===== config.mk =====
export PLATFORM = sky130hd
export DESIGN_NAME = longest_prefix_match_table
export DESIGN_NICKNAME = d
export VERILOG_FILES = /design/src/rtl/lpm_pkg.sv /design/src/rtl/lpm_ctrl.sv /design/src/rtl/lpm_dp.sv /design/src/rtl/longest_prefix_match_table.sv
export SDC_FILE = /design/constraint.sdc
export NUM_CORES = 1
export LEC_CHECK = 0
export BUFFER_PORTS_ARGS = -buffer_cell sky130_fd_sc_hd__buf_2
export CAP_MARGIN = 40
export CORE_MARGIN = 3
export CORE_UTILIZATION = 35
export CTS_CLUSTER_SIZE = 16
export DETAILED_ROUTE_END_ITERATION = 10
export PLACE_DENSITY = 0.5
export SYNTH_ARGS = -nofsm -noshare
export SYNTH_HDL_FRONTEND = slang
export SYNTH_SLANG_ARGS = --single-unit

===== constraint.sdc =====
create_clock -name clk -period 7.4 [get_ports clk]
set_input_delay 0 -clock clk [delete_from_list [all_inputs] [get_ports clk]]
set_output_delay 0 -clock clk [all_outputs]
set_load 0.02 [all_outputs]

===== src/rtl/lpm_pkg.sv =====
package lpm_pkg;

  // default table depth
  localparam int DEFAULT_ENTRIES = 16;

  // longest prefix an ipv4 address can carry
  localparam int MAX_PREFIX = 32;

  // field widths
  localparam int ADDR_W = 32;
  localparam int LEN_W  = 6;
  localparam int OUT_IDX_W = 4;

  // operation carried with each input transaction
  typedef enum logic [1:0] {
    OP_WRITE  = 2'd0,
    OP_LOOKUP = 2'd1,
    OP_CLEAR  = 2'd2,
    OP_NOP    = 2'd3
  } opcode_t;

  // result code returned with each output transaction
  typedef enum logic [1:0] {
    RES_MATCH   = 2'd0,
    RES_DEFAULT = 2'd1,
    RES_NONE    = 2'd2,
    RES_DONE    = 2'd3
  } result_t;

  // controller states
  typedef enum logic [2:0] {
    ST_INIT,
    ST_IDLE,
    ST_EXEC,
    ST_SCAN,
    ST_DRAIN,
    ST_WIPE,
    ST_FINISH
  } state_t;

  // commands from controller to datapath
  typedef struct packed {
    logic capture;
    logic cnt_clear;
    logic cnt_step;
    logic wipe;
    logic mem_write;
    logic read_issue;
    logic search_init;
    logic result_load;
  } cmd_t;

  // status from datapath to controller
  typedef struct packed {
    opcode_t op;
    logic    cnt_last;
    logic    out_free;
  } status_t;

endpackage


===== src/rtl/lpm_ctrl.sv =====
module lpm_ctrl (
  input  logic              clk,
  input  logic              rst,
  input  logic              s_tvalid,
  output logic              s_tready,
  input  lpm_pkg::status_t  status,
  output lpm_pkg::cmd_t     cmd
);

  lpm_pkg::state_t state;
  lpm_pkg::state_t state_next;

  // state register
  always_ff @(posedge clk) begin
    if (rst) begin
      state <= lpm_pkg::ST_INIT;
    end else begin
      state <= state_next;
    end
  end

  // next state
  always_comb begin
    state_next = state;
    unique case (state)
      lpm_pkg::ST_INIT: begin
        if (status.cnt_last) state_next = lpm_pkg::ST_IDLE;
      end
      lpm_pkg::ST_IDLE: begin
        if (s_tvalid) state_next = lpm_pkg::ST_EXEC;
      end
      lpm_pkg::ST_EXEC: begin
        unique case (status.op)
          lpm_pkg::OP_LOOKUP: state_next = lpm_pkg::ST_SCAN;
          lpm_pkg::OP_CLEAR:  state_next = lpm_pkg::ST_WIPE;
          default:            state_next = lpm_pkg::ST_FINISH;
        endcase
      end
      lpm_pkg::ST_SCAN: begin
        if (status.cnt_last) state_next = lpm_pkg::ST_DRAIN;
      end
      lpm_pkg::ST_DRAIN: begin
        state_next = lpm_pkg::ST_FINISH;
      end
      lpm_pkg::ST_WIPE: begin
        if (status.cnt_last) state_next = lpm_pkg::ST_FINISH;
      end
      lpm_pkg::ST_FINISH: begin
        if (status.out_free) state_next = lpm_pkg::ST_IDLE;
      end
      default: begin
        state_next = lpm_pkg::ST_INIT;
      end
    endcase
  end

  // command outputs
  always_comb begin
    cmd      = '0;
    s_tready = 1'b0;
    unique case (state) inside
      lpm_pkg::ST_INIT, lpm_pkg::ST_WIPE: begin
        cmd.wipe      = 1'b1;
        cmd.cnt_step  = !status.cnt_last;
        cmd.cnt_clear = status.cnt_last;
      end
      lpm_pkg::ST_IDLE: begin
        s_tready    = 1'b1;
        cmd.capture = s_tvalid;
      end
      lpm_pkg::ST_EXEC: begin
        cmd.mem_write   = (status.op == lpm_pkg::OP_WRITE);
        cmd.search_init = (status.op == lpm_pkg::OP_LOOKUP);
      end
      lpm_pkg::ST_SCAN: begin
        cmd.read_issue = 1'b1;
        cmd.cnt_step   = !status.cnt_last;
        cmd.cnt_clear  = status.cnt_last;
      end
      lpm_pkg::ST_DRAIN: begin
        cmd = '0;
      end
      lpm_pkg::ST_FINISH: begin
        cmd.result_load = status.out_free;
      end
      default: begin
        cmd = '0;
      end
    endcase
  end

endmodule


===== src/rtl/lpm_dp.sv =====
module lpm_dp #(
  parameter int ENTRIES = lpm_pkg::DEFAULT_ENTRIES
) (
  input  logic              clk,
  input  logic              rst,
  input  lpm_pkg::cmd_t     cmd,
  output lpm_pkg::status_t  status,
  input  logic [1:0]        in_opcode,
  input  logic [3:0]        in_entry_index,
  input  logic [31:0]       in_prefix_address,
  input  logic [5:0]        in_prefix_length,
  input  logic [31:0]       in_lookup_address,
  output logic              out_valid,
  input  logic              out_ready,
  output logic [1:0]        out_result_code,
  output logic [3:0]        out_best_index,
  output logic [5:0]        out_matched_length
);

  localparam int IDX_W = (ENTRIES > 1) ? $clog2(ENTRIES) : 1;
  localparam int ROW_W = 1 + lpm_pkg::LEN_W + lpm_pkg::ADDR_W;

  // table memory: {valid, length, address}
  logic [ROW_W-1:0] mem [ENTRIES];

  // captured transaction
  lpm_pkg::opcode_t         op;
  logic [IDX_W-1:0]         wr_idx;
  logic                     in_range;
  logic [lpm_pkg::ADDR_W-1:0] paddr;
  logic [lpm_pkg::LEN_W-1:0]  plen;
  logic [lpm_pkg::ADDR_W-1:0] laddr;

  // sweep counter and read stage
  logic [IDX_W-1:0]         cnt;
  logic                     rd_pending;
  logic [IDX_W-1:0]         rd_idx;
  logic [ROW_W-1:0]         rd_data;

  // search state
  logic                     found;
  logic [IDX_W-1:0]         best_idx;
  logic [lpm_pkg::LEN_W-1:0] best_len;
  logic                     have_def;
  logic [IDX_W-1:0]         def_idx;

  // compare signals
  logic                      rd_v;
  logic [lpm_pkg::LEN_W-1:0] rd_len;
  logic [lpm_pkg::ADDR_W-1:0] rd_addr;
  logic [lpm_pkg::ADDR_W-1:0] rd_mask;
  logic                      rd_hit;

  // result staging
  lpm_pkg::result_t          res_code;
  logic [IDX_W-1:0]          res_idx;
  logic [lpm_pkg::LEN_W-1:0] res_len;
  logic [ROW_W-1:0]          wr_row;
  logic [IDX_W-1:0]          wr_addr;

  // capture the input transaction, clamping the length
  always_ff @(posedge clk) begin
    if (cmd.capture) begin
      op       <= lpm_pkg::opcode_t'(in_opcode);
      wr_idx   <= IDX_W'(in_entry_index);
      in_range <= (32'(in_entry_index) < 32'(ENTRIES));
      paddr    <= in_prefix_address;
      plen     <= (in_prefix_length > 6'(lpm_pkg::MAX_PREFIX)) ?
                  6'(lpm_pkg::MAX_PREFIX) : in_prefix_length;
      laddr    <= in_lookup_address;
    end
  end

  // sweep counter
  always_ff @(posedge clk) begin
    if (rst) begin
      cnt <= '0;
    end else if (cmd.cnt_clear) begin
      cnt <= '0;
    end else if (cmd.cnt_step) begin
      cnt <= cnt + 1'b1;
    end
  end

  // memory write port: wipe clears the valid bit, write stores an entry
  always_comb begin
    wr_row  = cmd.wipe ? '0 : {1'b1, plen, paddr};
    wr_addr = cmd.wipe ? cnt : wr_idx;
  end

  always_ff @(posedge clk) begin
    if (cmd.wipe || (cmd.mem_write && in_range)) begin
      mem[wr_addr] <= wr_row;
    end
  end

  // memory read port, registered
  always_ff @(posedge clk) begin
    if (cmd.read_issue) begin
      rd_data <= mem[cnt];
      rd_idx  <= cnt;
    end
  end

  always_ff @(posedge clk) begin
    if (rst) begin
      rd_pending <= 1'b0;
    end else begin
      rd_pending <= cmd.read_issue;
    end
  end

  // masked prefix compare
  always_comb begin
    rd_v    = rd_data[ROW_W-1];
    rd_len  = rd_data[lpm_pkg::ADDR_W +: lpm_pkg::LEN_W];
    rd_addr = rd_data[lpm_pkg::ADDR_W-1:0];
    rd_mask = ~(32'hFFFF_FFFF >> rd_len);
    rd_hit  = (((laddr ^ rd_addr) & rd_mask) == '0);
  end

  // best match and last default tracking
  always_ff @(posedge clk) begin
    if (cmd.search_init) begin
      found    <= 1'b0;
      have_def <= 1'b0;
      best_idx <= '0;
      best_len <= '0;
      def_idx  <= '0;
    end else if (rd_pending && rd_v) begin
      if (rd_len == '0) begin
        have_def <= 1'b1;
        def_idx  <= rd_idx;
      end else if (rd_hit && (!found || (rd_len > best_len))) begin
        found    <= 1'b1;
        best_idx <= rd_idx;
        best_len <= rd_len;
      end
    end
  end

  // result selection
  always_comb begin
    res_code = lpm_pkg::RES_DONE;
    res_idx  = '0;
    res_len  = '0;
    if (op == lpm_pkg::OP_LOOKUP) begin
      if (found) begin
        res_code = lpm_pkg::RES_MATCH;
        res_idx  = best_idx;
        res_len  = best_len;
      end else if (have_def) begin
        res_code = lpm_pkg::RES_DEFAULT;
        res_idx  = def_idx;
      end else begin
        res_code = lpm_pkg::RES_NONE;
      end
    end
  end

  // output register
  always_ff @(posedge clk) begin
    if (rst) begin
      out_valid <= 1'b0;
    end else if (cmd.result_load) begin
      out_valid <= 1'b1;
    end else if (out_ready) begin
      out_valid <= 1'b0;
    end
  end

  always_ff @(posedge clk) begin
    if (cmd.result_load) begin
      out_result_code    <= res_code;
      out_best_index     <= 4'(res_idx);
      out_matched_length <= res_len;
    end
  end

  // status to controller
  always_comb begin
    status.op       = op;
    status.cnt_last = (cnt == IDX_W'(ENTRIES - 1));
    status.out_free = !out_valid || out_ready;
  end

`ifndef SYNTHESIS
  // a found match always has a nonzero length
  assert property (@(posedge clk) disable iff (rst)
    found |-> (best_len != '0))
    else $error("match recorded with zero length");

  // a result is never loaded over one that is still waiting
  assert property (@(posedge clk) disable iff (rst)
    cmd.result_load |-> (!out_valid || out_ready))
    else $error("result register overwritten");

  // only a prefix match reports a nonzero length
  assert property (@(posedge clk) disable iff (rst)
    (out_valid && (out_result_code != lpm_pkg::RES_MATCH)) |->
      (out_matched_length == '0))
    else $error("length reported without a prefix match");

  // a read is always followed by its evaluation slot
  assert property (@(posedge clk) disable iff (rst)
    cmd.read_issue |=> rd_pending)
    else $error("table read lost");
`endif

endmodule


===== src/rtl/longest_prefix_match_table.sv =====
// IPv4 longest prefix match table. Each input transaction writes one entry,
// clears the table, looks up an address or does nothing (OP_NOP), and gives
// exactly one result. The table sits in a single memory with one read port; a
// lookup scans it one entry per cycle. A clear sweeps the valid bits of every
// entry. After reset the same sweep runs before the first transaction is
// accepted. One transaction is in work at a time; a finished result waits in
// the output register while the next transaction is accepted.
module longest_prefix_match_table #(
  parameter int ENTRIES = lpm_pkg::DEFAULT_ENTRIES
) (
  input  logic        clk,
  input  logic        rst,
  input  logic        s_tvalid,
  output logic        s_tready,
  // entry_index[3:0], prefix_address[35:4], prefix_length[41:36],
  // lookup_address[73:42], zero fill [79:74]
  input  logic [79:0] s_tdata,
  // opcode[1:0]
  input  logic [1:0]  s_tuser,
  output logic        m_tvalid,
  input  logic        m_tready,
  // match_slot[3:0], matched_length[9:4], zero fill [15:10]
  output logic [15:0] m_tdata,
  // result_code[1:0]
  output logic [1:0]  m_tuser
);

  lpm_pkg::cmd_t    cmd;
  lpm_pkg::status_t status;
  logic [3:0]       match_slot;
  logic [5:0]       matched_length;

  // controller
  lpm_ctrl u_ctrl (
    .clk      (clk),
    .rst      (rst),
    .s_tvalid (s_tvalid),
    .s_tready (s_tready),
    .status   (status),
    .cmd      (cmd)
  );

  // datapath with table memory
  lpm_dp #(
    .ENTRIES (ENTRIES)
  ) u_dp (
    .clk                (clk),
    .rst                (rst),
    .cmd                (cmd),
    .status             (status),
    .in_opcode          (s_tuser),
    .in_entry_index     (s_tdata[3:0]),
    .in_prefix_address  (s_tdata[35:4]),
    .in_prefix_length   (s_tdata[41:36]),
    .in_lookup_address  (s_tdata[73:42]),
    .out_valid          (m_tvalid),
    .out_ready          (m_tready),
    .out_result_code    (m_tuser),
    .out_best_index     (match_slot),
    .out_matched_length (matched_length)
  );

  // pack result fields
  assign m_tdata = {6'd0, matched_length, match_slot};

endmodule


# [After elaboration in Yosys (flattened, before gate mapping)]
# Memories as Yosys holds them, arrays and structs flattened. A register that Yosys moved wholly into a read port is not among the register bits.
# Cells that the tools add are included.
[word_totals] reg_bits=117 input_bits=86 mem_bits_ro=0 word_cells=86 latchBits=0 mem_count=1 ramBits=624
[op_classes] magnitude_cmp=2 mul=0 n_bitwise=4 n_shift=1 n_mux=25 div=0 add_sub_neg=1 n_reduce_logical=20 n_eq_ne=14
[memory_table] memory="u_dp.mem" depth=16 width=39 read_ports=1 rd_clocked_by_memory_dff=1 wr=1 line="lpm_dp.sv:24" rtl="logic [ROW_W-1:0] mem [ENTRIES];"
[op_table] operator="$mux W39" count=1
[op_table] operator="$and A32 B32 Y32" count=1
[op_table] operator="$logic_not A32 Y1" count=1
[op_table] operator="$not A32 Y32" count=1
[op_table] operator="$shr A32 B6 Y32 const A" count=1
[op_table] operator="$xor A32 B32 Y32" count=1
[op_table] operator="$pmux W3 S7" count=1
[op_table] operator="$mux W3" count=5
[op_table] operator="$mux W4" count=3
[op_table] operator="$mux W1" count=11
[op_table] operator="$eq A3 B3 Y1 const B" count=3
[op_table] operator="$ne A2 B1 Y1 const B" count=4
[op_table] operator="$eq A3 B2 Y1 const B" count=2
[op_table] operator="$gt A6 B6 Y1" count=1
[op_table] operator="$gt A6 B6 Y1 const B" count=1
[op_table] operator="$logic_not A6 Y1" count=1
[op_table] operator="$mux W2" count=3
[op_table] operator="$pmux W3 S2" count=1
[op_table] operator="$reduce_and A5 Y1" count=1
[op_table] operator="$add A4 B1 Y4 const B" count=1
[op_table] operator="$eq A4 B4 Y1 const B" count=1
[op_table] operator="$reduce_and A2 Y1" count=2
[op_table] operator="$reduce_or A2 Y1" count=2
[op_table] operator="$eq A3 B1 Y1 const B" count=1
[op_table] operator="12 further kinds" count=17

# [Logic depth before layout (Yosys ltp)]
# Gate-level depths: netlist of run 1.
[logic_depth] ltp_word=6 depth_mapped=10

# [By module]
# From an unflattened synthesis of run 1, not the netlist that was laid out.
[hier_totals] cells_unflattened=1384 area_unflattened_um2=30065.1
[modules_own_cells] mod="lpm_dp" area_per_inst_um2=29660.9 n_inst=1 cells_each=1330
[modules_own_cells] mod="lpm_ctrl" area_per_inst_um2=355.3 n_inst=1 cells_each=47
[modules_own_cells] mod="longest_prefix_match_table" area_per_inst_um2=48.8 n_inst=1 cells_each=7

# [Worst setup path before layout of run 1]
# No wires, ideal clock.
[synth_timing] path_kind="register to register" startpoint="register u_dp.cnt[1]" endpoint="memory u_dp.mem[2][0] in the netlist's numbering, enable pin" t_arrival_ns=3.317 path_slack_ns=3.648 stages_incl_launch_ff=10 setup_time_ns=0.435 path_cell_list="dfxtp_1 > clkbuf_1 > clkbuf_1 > clkbuf_1 > inv_1 > o21ai_0 > nand2_1 > o21ai_0 > nand2_1 > nor2_1"
[synth_via] elab_chain_cells=1
[synth_rtl] element="from (decl)" line="lpm_dp.sv:35" rtl="logic [IDX_W-1:0] cnt;"
[synth_rtl] element="from (signal assigned)" line="lpm_dp.sv:81" rtl="cnt <= cnt + 1'b1;"
[synth_rtl] element="$mux W4" line="lpm_dp.sv:88" rtl="wr_addr = cmd.wipe ? cnt : wr_idx;"
[synth_rtl] element="to (decl)" line="lpm_dp.sv:24"
# Every way passes these cells.

# [Worst setup path after layout of run 1]
[layout_timing] startpoint="register u_ctrl.state[2]" endpoint="memory u_dp.mem[5][1] in the netlist's numbering, enable pin"
[layout_via] elab_chain_cells=6 word_cells_on_any_way=10
[layout_rtl] element="from (decl)" line="lpm_ctrl.sv:10" rtl="lpm_pkg::state_t state;"
[layout_rtl] element="from (signal assigned)" line="lpm_ctrl.sv:16" rtl="state <= lpm_pkg::ST_INIT;"
[layout_rtl] element="from (signal assigned)" line="lpm_ctrl.sv:18" rtl="state <= state_next;"
[layout_rtl] element="$eq A3 B3 Y1 (no source line) / $logic_not A3 Y1 (equally long branches)"
[layout_rtl] element="$reduce_or A2 Y1" line="lpm_ctrl.sv:61" rtl="unique case (state) inside"
[layout_rtl] element="$mux W1" line="lpm_ctrl.sv:61"
[layout_rtl] element="$logic_or A1 B1 Y1" line="lpm_dp.sv:92" rtl="if (cmd.wipe || (cmd.mem_write && in_range)) begin"
[layout_rtl] element="$mux W1" line="lpm_dp.sv:92"
[layout_rtl] element="$mux W1 (implied by the code)" line="lpm_dp.sv:93" rtl="mem[wr_addr] <= wr_row;"
# Parallel ways exist; a longest one is shown, timed or not.

==> results of run 1 <==
report_power, final:
group	switching, uW	internal [uW]	total, uW
logic	1760	1420	3180
registers	174	5840	6020
clock network	1680	2320	4000
cell usage in the layout, fill, tap and decap left out, types with 18 or more instances in the layout:
cell,synthesis,final
a21oi_1,25,25
and2_1,44,43
buf_2,1,93
buf_4,7,29
clkbuf_1,46,22
clkbuf_16,0,85
clkinv_1,1,19
dfxtp_1,25,22
dlygate4sd3_1,0,79
edfxtp_1,755,755
mux4_2,195,195
nand2_1,49,49
nor2_1,42,25
o21ai_0,21,21
xnor2_1,18,18
cell families after synthesis:
logic type               after synthesis  synth area share [%]
other                                  1                0.0125
flip-flops                           780                  77.4
XOR/XNOR                              33                 0.965
buffers and inverters                 91                  1.26
AO/OA/AOI/OAI                         72                  1.41
adder cells (fa/ha/maj)               11                 0.451
multiplexers                         213                  15.3
AND/OR/NAND/NOR                      190                  3.25
routing by layer:
layer | global-route usage [%] | routed length, um | up-vias
li1 | - | - | 6183
met1 | 22.7 | 31800 | 7551
met2 | 25.1 | 33500 | 363
met3 | 3.04 | 3420 | 120
met4 | 3.96 | 1620 | 0
met5 | 0 | 0 | -
worst paths after layout:
kind                                      start                            end  slack (ns)
hold reg to reg   u_dp.best_idx[0]$_SDFFE_PP0P_  u_dp.best_idx[0]$_SDFFE_PP0P_        0.47
setup / recovery   u_ctrl.state[2]$_SDFFE_PP0P_       u_dp.mem[5][1]$_DFFE_PP_        3.50
setup reg to reg   u_ctrl.state[2]$_SDFFE_PP0P_       u_dp.mem[5][1]$_DFFE_PP_        3.50
hold / removal                      s_tdata[20]       u_dp.paddr[16]$_DFFE_PP_        0.07
area by class of cell:
cell class | count | area, um^2
clock buffer | 107 | 2210
clock inverter | 41 | 377
fill | 7303 | 48500
inverter | 16 | 62.6
multi-input combinational | 525 | 6550
sequential | 780 | 23200
tap | 1134 | 1420
timing repair buffer | 222 | 1970
registers in the layout, summed over array words and instances (netlist names), 6 cells and up:
register                 flops
u_dp.laddr                  32
u_dp.mem                   624
u_dp.out_matched_length      6
u_dp.paddr                  32
u_dp.rd_data                39
u_dp.plen                    6
u_dp.best_len                6
through the flow:
step           cells  hold WS, ns  util, %  power, uW  worst slack, ns
2_1_floorplan   1396       0.0989        -       8110             3.65
3_3_place_gp    2573        0.177     37.8       9120             3.00
3_5_place_dp    2598        0.178     38.5       9360             3.46
4_1_cts         2825       0.0356     42.5      13400             3.45
5_1_grt         2825       0.0465     42.5      13800             3.19
6_report        2825       0.0720     42.5      13200             3.50
==> flow_summary.yaml, run 1 <==
sta:
  finalCritPeriodShare_pct: 52.7
  slew_violations: 0
  hold_viol_final: 0
  grt_setup_unrepaired: "no"
  tns_ns: 0
  slew_headroom_pct: 33.4
  skew_ns: 0.0201
  fmax_mhz: 256
  min_period_ns: 3.90
  tightest_slew_ns: 0.998
  setup_viol: 0
global_routing:
  grt_pass1_wl_um: 102000
  grt_pass1_vias: 14700
  antenna_found_initial: 0
  gr-total-overflow: 0
  track_usage_pct: 15.9
  grt_max_degree: 107
routing:
  drc: 0
  drt-vias-per-instance: 5.03
  ant_nets: 0
  drt-wirelength-per-cell_um: 24.9
  vias: 14200
  drt_first_pass_iters: 4
  routed_wl_um: 70300
  drt_iter0_drc: 1343
final_layout:
  drive_gt1_share_pct: 28.0
  diodes: 0
  finalNetCount: 1726
  area_delta_synth_final_pct: 19.4
  final_area_um2: 35800
setup_path:
  path_depth: 8
  crit_chain: "or2_2, a21oi_1, clkinv_2, mux2_2, nand2_1, nor2_4, buf_16, buf_4"
  path_buf_inv: 3
  cpPeakStageDelay_ns: 0.56
  crit_family: "simple AND/OR/NAND/NOR gates"
  path_max_fanout: 18
  critical-path-slowest-cell: "a21oi_1"
  cp-start-kind: "flop"
  worstPathArrival_ns: 4.17
  reg2reg_depth: 8
  critPathCaptureType: "flop"
  cp.required_ns: 7.67
  crit_type: "flop to flop"
clocking:
  hold_buffers: 79
  post_cts_buffers: 0
  cts_max_path_buffers: 3
  clock_latency_ns: 0.63
  clkTransAtPathRegs_ns: 0.06
  cts_root_buffer: "clkbuf_16"
  h-tree-depth: 3
  numCtsBuffers: 85
  clkSinkCount: 780
  cts_resized: 0
  cts_tree: "done"
synthesis:
  synth_area_leader_cell: "edfxtp_1"
  synth_most_common_cell: "edfxtp_1"
  ys_top_cells_by_count: "755 x edfxtp_1, 195 x mux4_2, 49 x nand2_1"
  synthCells: 1391
  synth_area_um2: 29900
  async_reset_ff_share_pct: 0
  synth-edff-count: 755
  ys_ff_latch: 780
  syn_avg_cell_area_um2: 21.5
  ys_types: 50
  synth_top_area_share_pct: 75.7
  yosys_warnings: 0
  ys.flop_type: "edfxtp_1"
  yosys-top-cells-area: "edfxtp_1 76%, mux4_2 15%, dfxtp_1 1.7%"
  synth_seq_area_share_pct: 77.4
min_path:
  min_path_cells: 2
  hold_path.class: "input pin to flop"
power:
  cellLeakagePower_uw: 0.0116
  cellPowerDensity_nw_per_um2: 369
  peakVddDrop_mv: 0.277
outcome:
  status: "finished, final reports clean"
floorplanning:
  initial_utilization_pct: 35.6
  die_area_um2: 89100
  die_height_um: 299
  die_w_um: 299
  core_um2: 84200
  ioPinCount: 106
  num_rows: 106
placed_design:
  port_buffers: 93
  dp_hpwl_um: 40100
  place_area_um2: 32400
  place_congestion: 0.725
job:
  cap_violations: 0
Power figures use the tool's default switching activity.
==> run 2: changes to the inputs <==
- PLACE_DENSITY: 0.5 -> 0.52
- clock period: 7.4 -> 3.4 ns (I/O delays scaled with it)
==> run 2 against run 1 <==
  * The flow now finishes with violations (hold timing)
  * Maximum frequency rose by 45%
  * Wire length increased by 2.5%
  * Non-clock buffer count grew 15
  * Clock-buffer cell count is 9 lower
  * Utilization increased by 0.34 points
  * Final cell count is 0.92% higher
  * Total power rose by 120%
  * Clock skew is 0.0013 ns lower
  * Critical path type unchanged
  * Critical endpoint is now u_dp.mem[6][9]$_DFFE_PP_
  * Largest cell class unchanged
==> flow_summary.yaml, run 2 (synthesis gave the netlist of run 1 again) <==
outcome:
  status: "finished, violations left"
  violations: "hold timing"
routing:
  drt-vias-per-instance: 5.10
  vias: 14500
  routed_wl_um: 72100
  drt_iter0_drc: 1428
  ant_nets: 0
  drc: 0
  drt-wirelength-per-cell_um: 25.3
  drt_first_pass_iters: 5
sta:
  finalCritPeriodShare_pct: 79.0
  fmax_mhz: 372
  grt_setup_unrepaired: "no"
  slew_violations: 0
  whs_ns: -0.0187
  min_period_ns: 2.69
  tns_ns: 0
  tightest_slew_ns: 0.844
  setup_ws_ns: 0.713
  slew_headroom_pct: 43.7
  setup_viol: 0
  hold_viol_final: 12
  skew_ns: 0.0189
final_layout:
  layout_commonest_cell: "edfxtp_1"
  post-route-util_pct: 42.8
  largest_reg_flops: 624
  area_delta_synth_final_pct: 20.4
  top_regs: "u_dp.mem: 624 flops, u_dp.rd_data: 39 flops"
  fillers: 7261
  drive_gt1_share_pct: 29.7
  finalNetCount: 1740
  multi_input_area_um2: 6550
  top_register: "u_dp.mem"
  seq_area_um2: 23200
  final_cell_mix: "755 x edfxtp_1, 195 x mux4_2, 93 x buf_2"
setup_path:
  crit_type: "flop to flop"
  critPathCaptureType: "flop"
  worstPathArrival_ns: 2.95
  path_max_fanout: 22
  r2r-start: "u_ctrl.state[0]$_SDFFE_PP0P_"
  r2r-end: "u_dp.mem[6][9]$_DFFE_PP_"
  critical-path-slowest-cell: "buf_4"
  cp-start-kind: "flop"
  crit_chain: "or2_2, a21oi_1, buf_4, inv_2, mux2i_1, nand2_1, nor2_4, buf_4"
  crit_family: "simple AND/OR/NAND/NOR gates"
  rrSetupSlack_ns: 0.71
  reg2reg_depth: 8
  cp.required_ns: 3.66
  path_buf_inv: 3
  crit_top_cell: "buf_4"
  cpPeakStageDelay_ns: 0.45
placed_design:
  port_buffers: 93
  place_congestion: 0.805
  pre_cts_ws_ns: 0.715
  dp_hpwl_um: 40000
power:
  pwr-share-seq_pct: 44.6
  p_sw_share_pct: 27.8
  internal_power_uw: 21300
  switchingPower_uw: 8210
  pwr-share-comb_pct: 23.9
  cellLeakagePower_uw: 0.0118
  peakVddDrop_mv: 0.638
  p_clk_share_pct: 31.6
  total_power_uw: 29500
  cellPowerDensity_nw_per_um2: 819
floorplanning:
  die_area_um2: 89100
  die_height_um: 299
  initial_utilization_pct: 35.6
  num_rows: 106
  core_um2: 84200
  die_w_um: 299
  ioPinCount: 106
min_path:
  hold_path_end: "u_dp.out_matched_length[5]$_SDFFCE_PN0P_"
  min_path_cells: 4
  hp-start: "m_tready"
  hold_path.class: "input pin to flop"
clocking:
  cts_tree: "done"
  clkSinkCount: 780
  h-tree-depth: 3
  numCtsBuffers: 84
  clkTransAtPathRegs_ns: 0.06
  cts_max_path_buffers: 3
  post_cts_buffers: 0
  clock_latency_ns: 0.64
  cts_root_buffer: "clkbuf_16"
global_routing:
  gr-total-overflow: 0
  grt_pass1_vias: 15000
  antenna_found_initial: 4
  track_usage_pct: 16.1
  grt_max_degree: 111
  grt_pass1_wl_um: 104000
job:
  cap_violations: 0
[run 2: worst reg2reg max path, delay by kind of cell, from the launching register on]
family          cells  cell delay, ns
compound gates      1            0.14
flops               1            0.42
buf+inv             3            0.71
mux                 1            0.19
simple gates        3            0.84
[run 2: timing repair]
action | in CTS | in global routing
endpoints found under the hold margin | 85 | 0
gates resized for setup | 0 | 0
hold buffers | 78 | 0
[run 2: worst max-delay path by stage]
stage / start / endpoint / slack (ns) / cells after the start
floorplan: u_dp.cnt[1]$_SDFFE_PP0P_ / u_dp.mem[2][0]$_DFFE_PP_ / -0.35 / 9
global placement: u_ctrl.state[0]$_SDFFE_PP0P_ / u_dp.mem[1][26]$_DFFE_PP_ / 0.75 / 8
detailed placement: u_ctrl.state[0]$_SDFFE_PP0P_ / u_dp.mem[6][9]$_DFFE_PP_ / 0.71 / 8
CTS: u_ctrl.state[0]$_SDFFE_PP0P_ / u_dp.mem[6][9]$_DFFE_PP_ / 0.69 / 8
global route: u_ctrl.state[0]$_SDFFE_PP0P_ / u_dp.mem[6][13]$_DFFE_PP_ / 0.57 / 8
finish: u_ctrl.state[0]$_SDFFE_PP0P_ / u_dp.mem[6][9]$_DFFE_PP_ / 0.71 / 8
[run 2: area by class of cell]
cell class                      instances  area share, %
Sequential cell                       780           64.3
Multi-Input combinational cell        525           18.2
Clock buffer                           98           6.06
Timing Repair Buffer                  237           5.56
Tap cell                             1134           3.94
Clock inverter                         60           1.79
Inverter                               16          0.170
Antenna cell                            1        0.00694
[run 2: metrics by stage]
stage / instance area, um^2 / std cells / hold slack, ns
floorplan: 30000 / 1396 / 0.0989
finish: 36000 / 2851 / -0.0187
global route: 36000 / 2850 / 0.0318
CTS: 36000 / 2849 / 0.0145
global placement: 32400 / 2613 / 0.176
detailed placement: 32400 / 2613 / 0.178
[run 2: per-layer routing]
layer  vias to the layer above  global-route usage, %  share of wire [%]
met3                       115                   2.48                5.0
met4                         0                   5.05                2.7
met1                      7729                   22.7                 44
met5                         -                      0                  0
met2                       451                   25.9                 48
li1                       6237                      -                  -
[run 2: power by group through the flow]
stage	Combinational (uW)	Sequential [uW]	Clock, uW
floorplan	4500	13100	0
global placement	7080	13300	0
detailed placement	7160	13400	0
CTS	7250	13200	9550
global route	7550	13300	9910
finish	7050	13100	9310
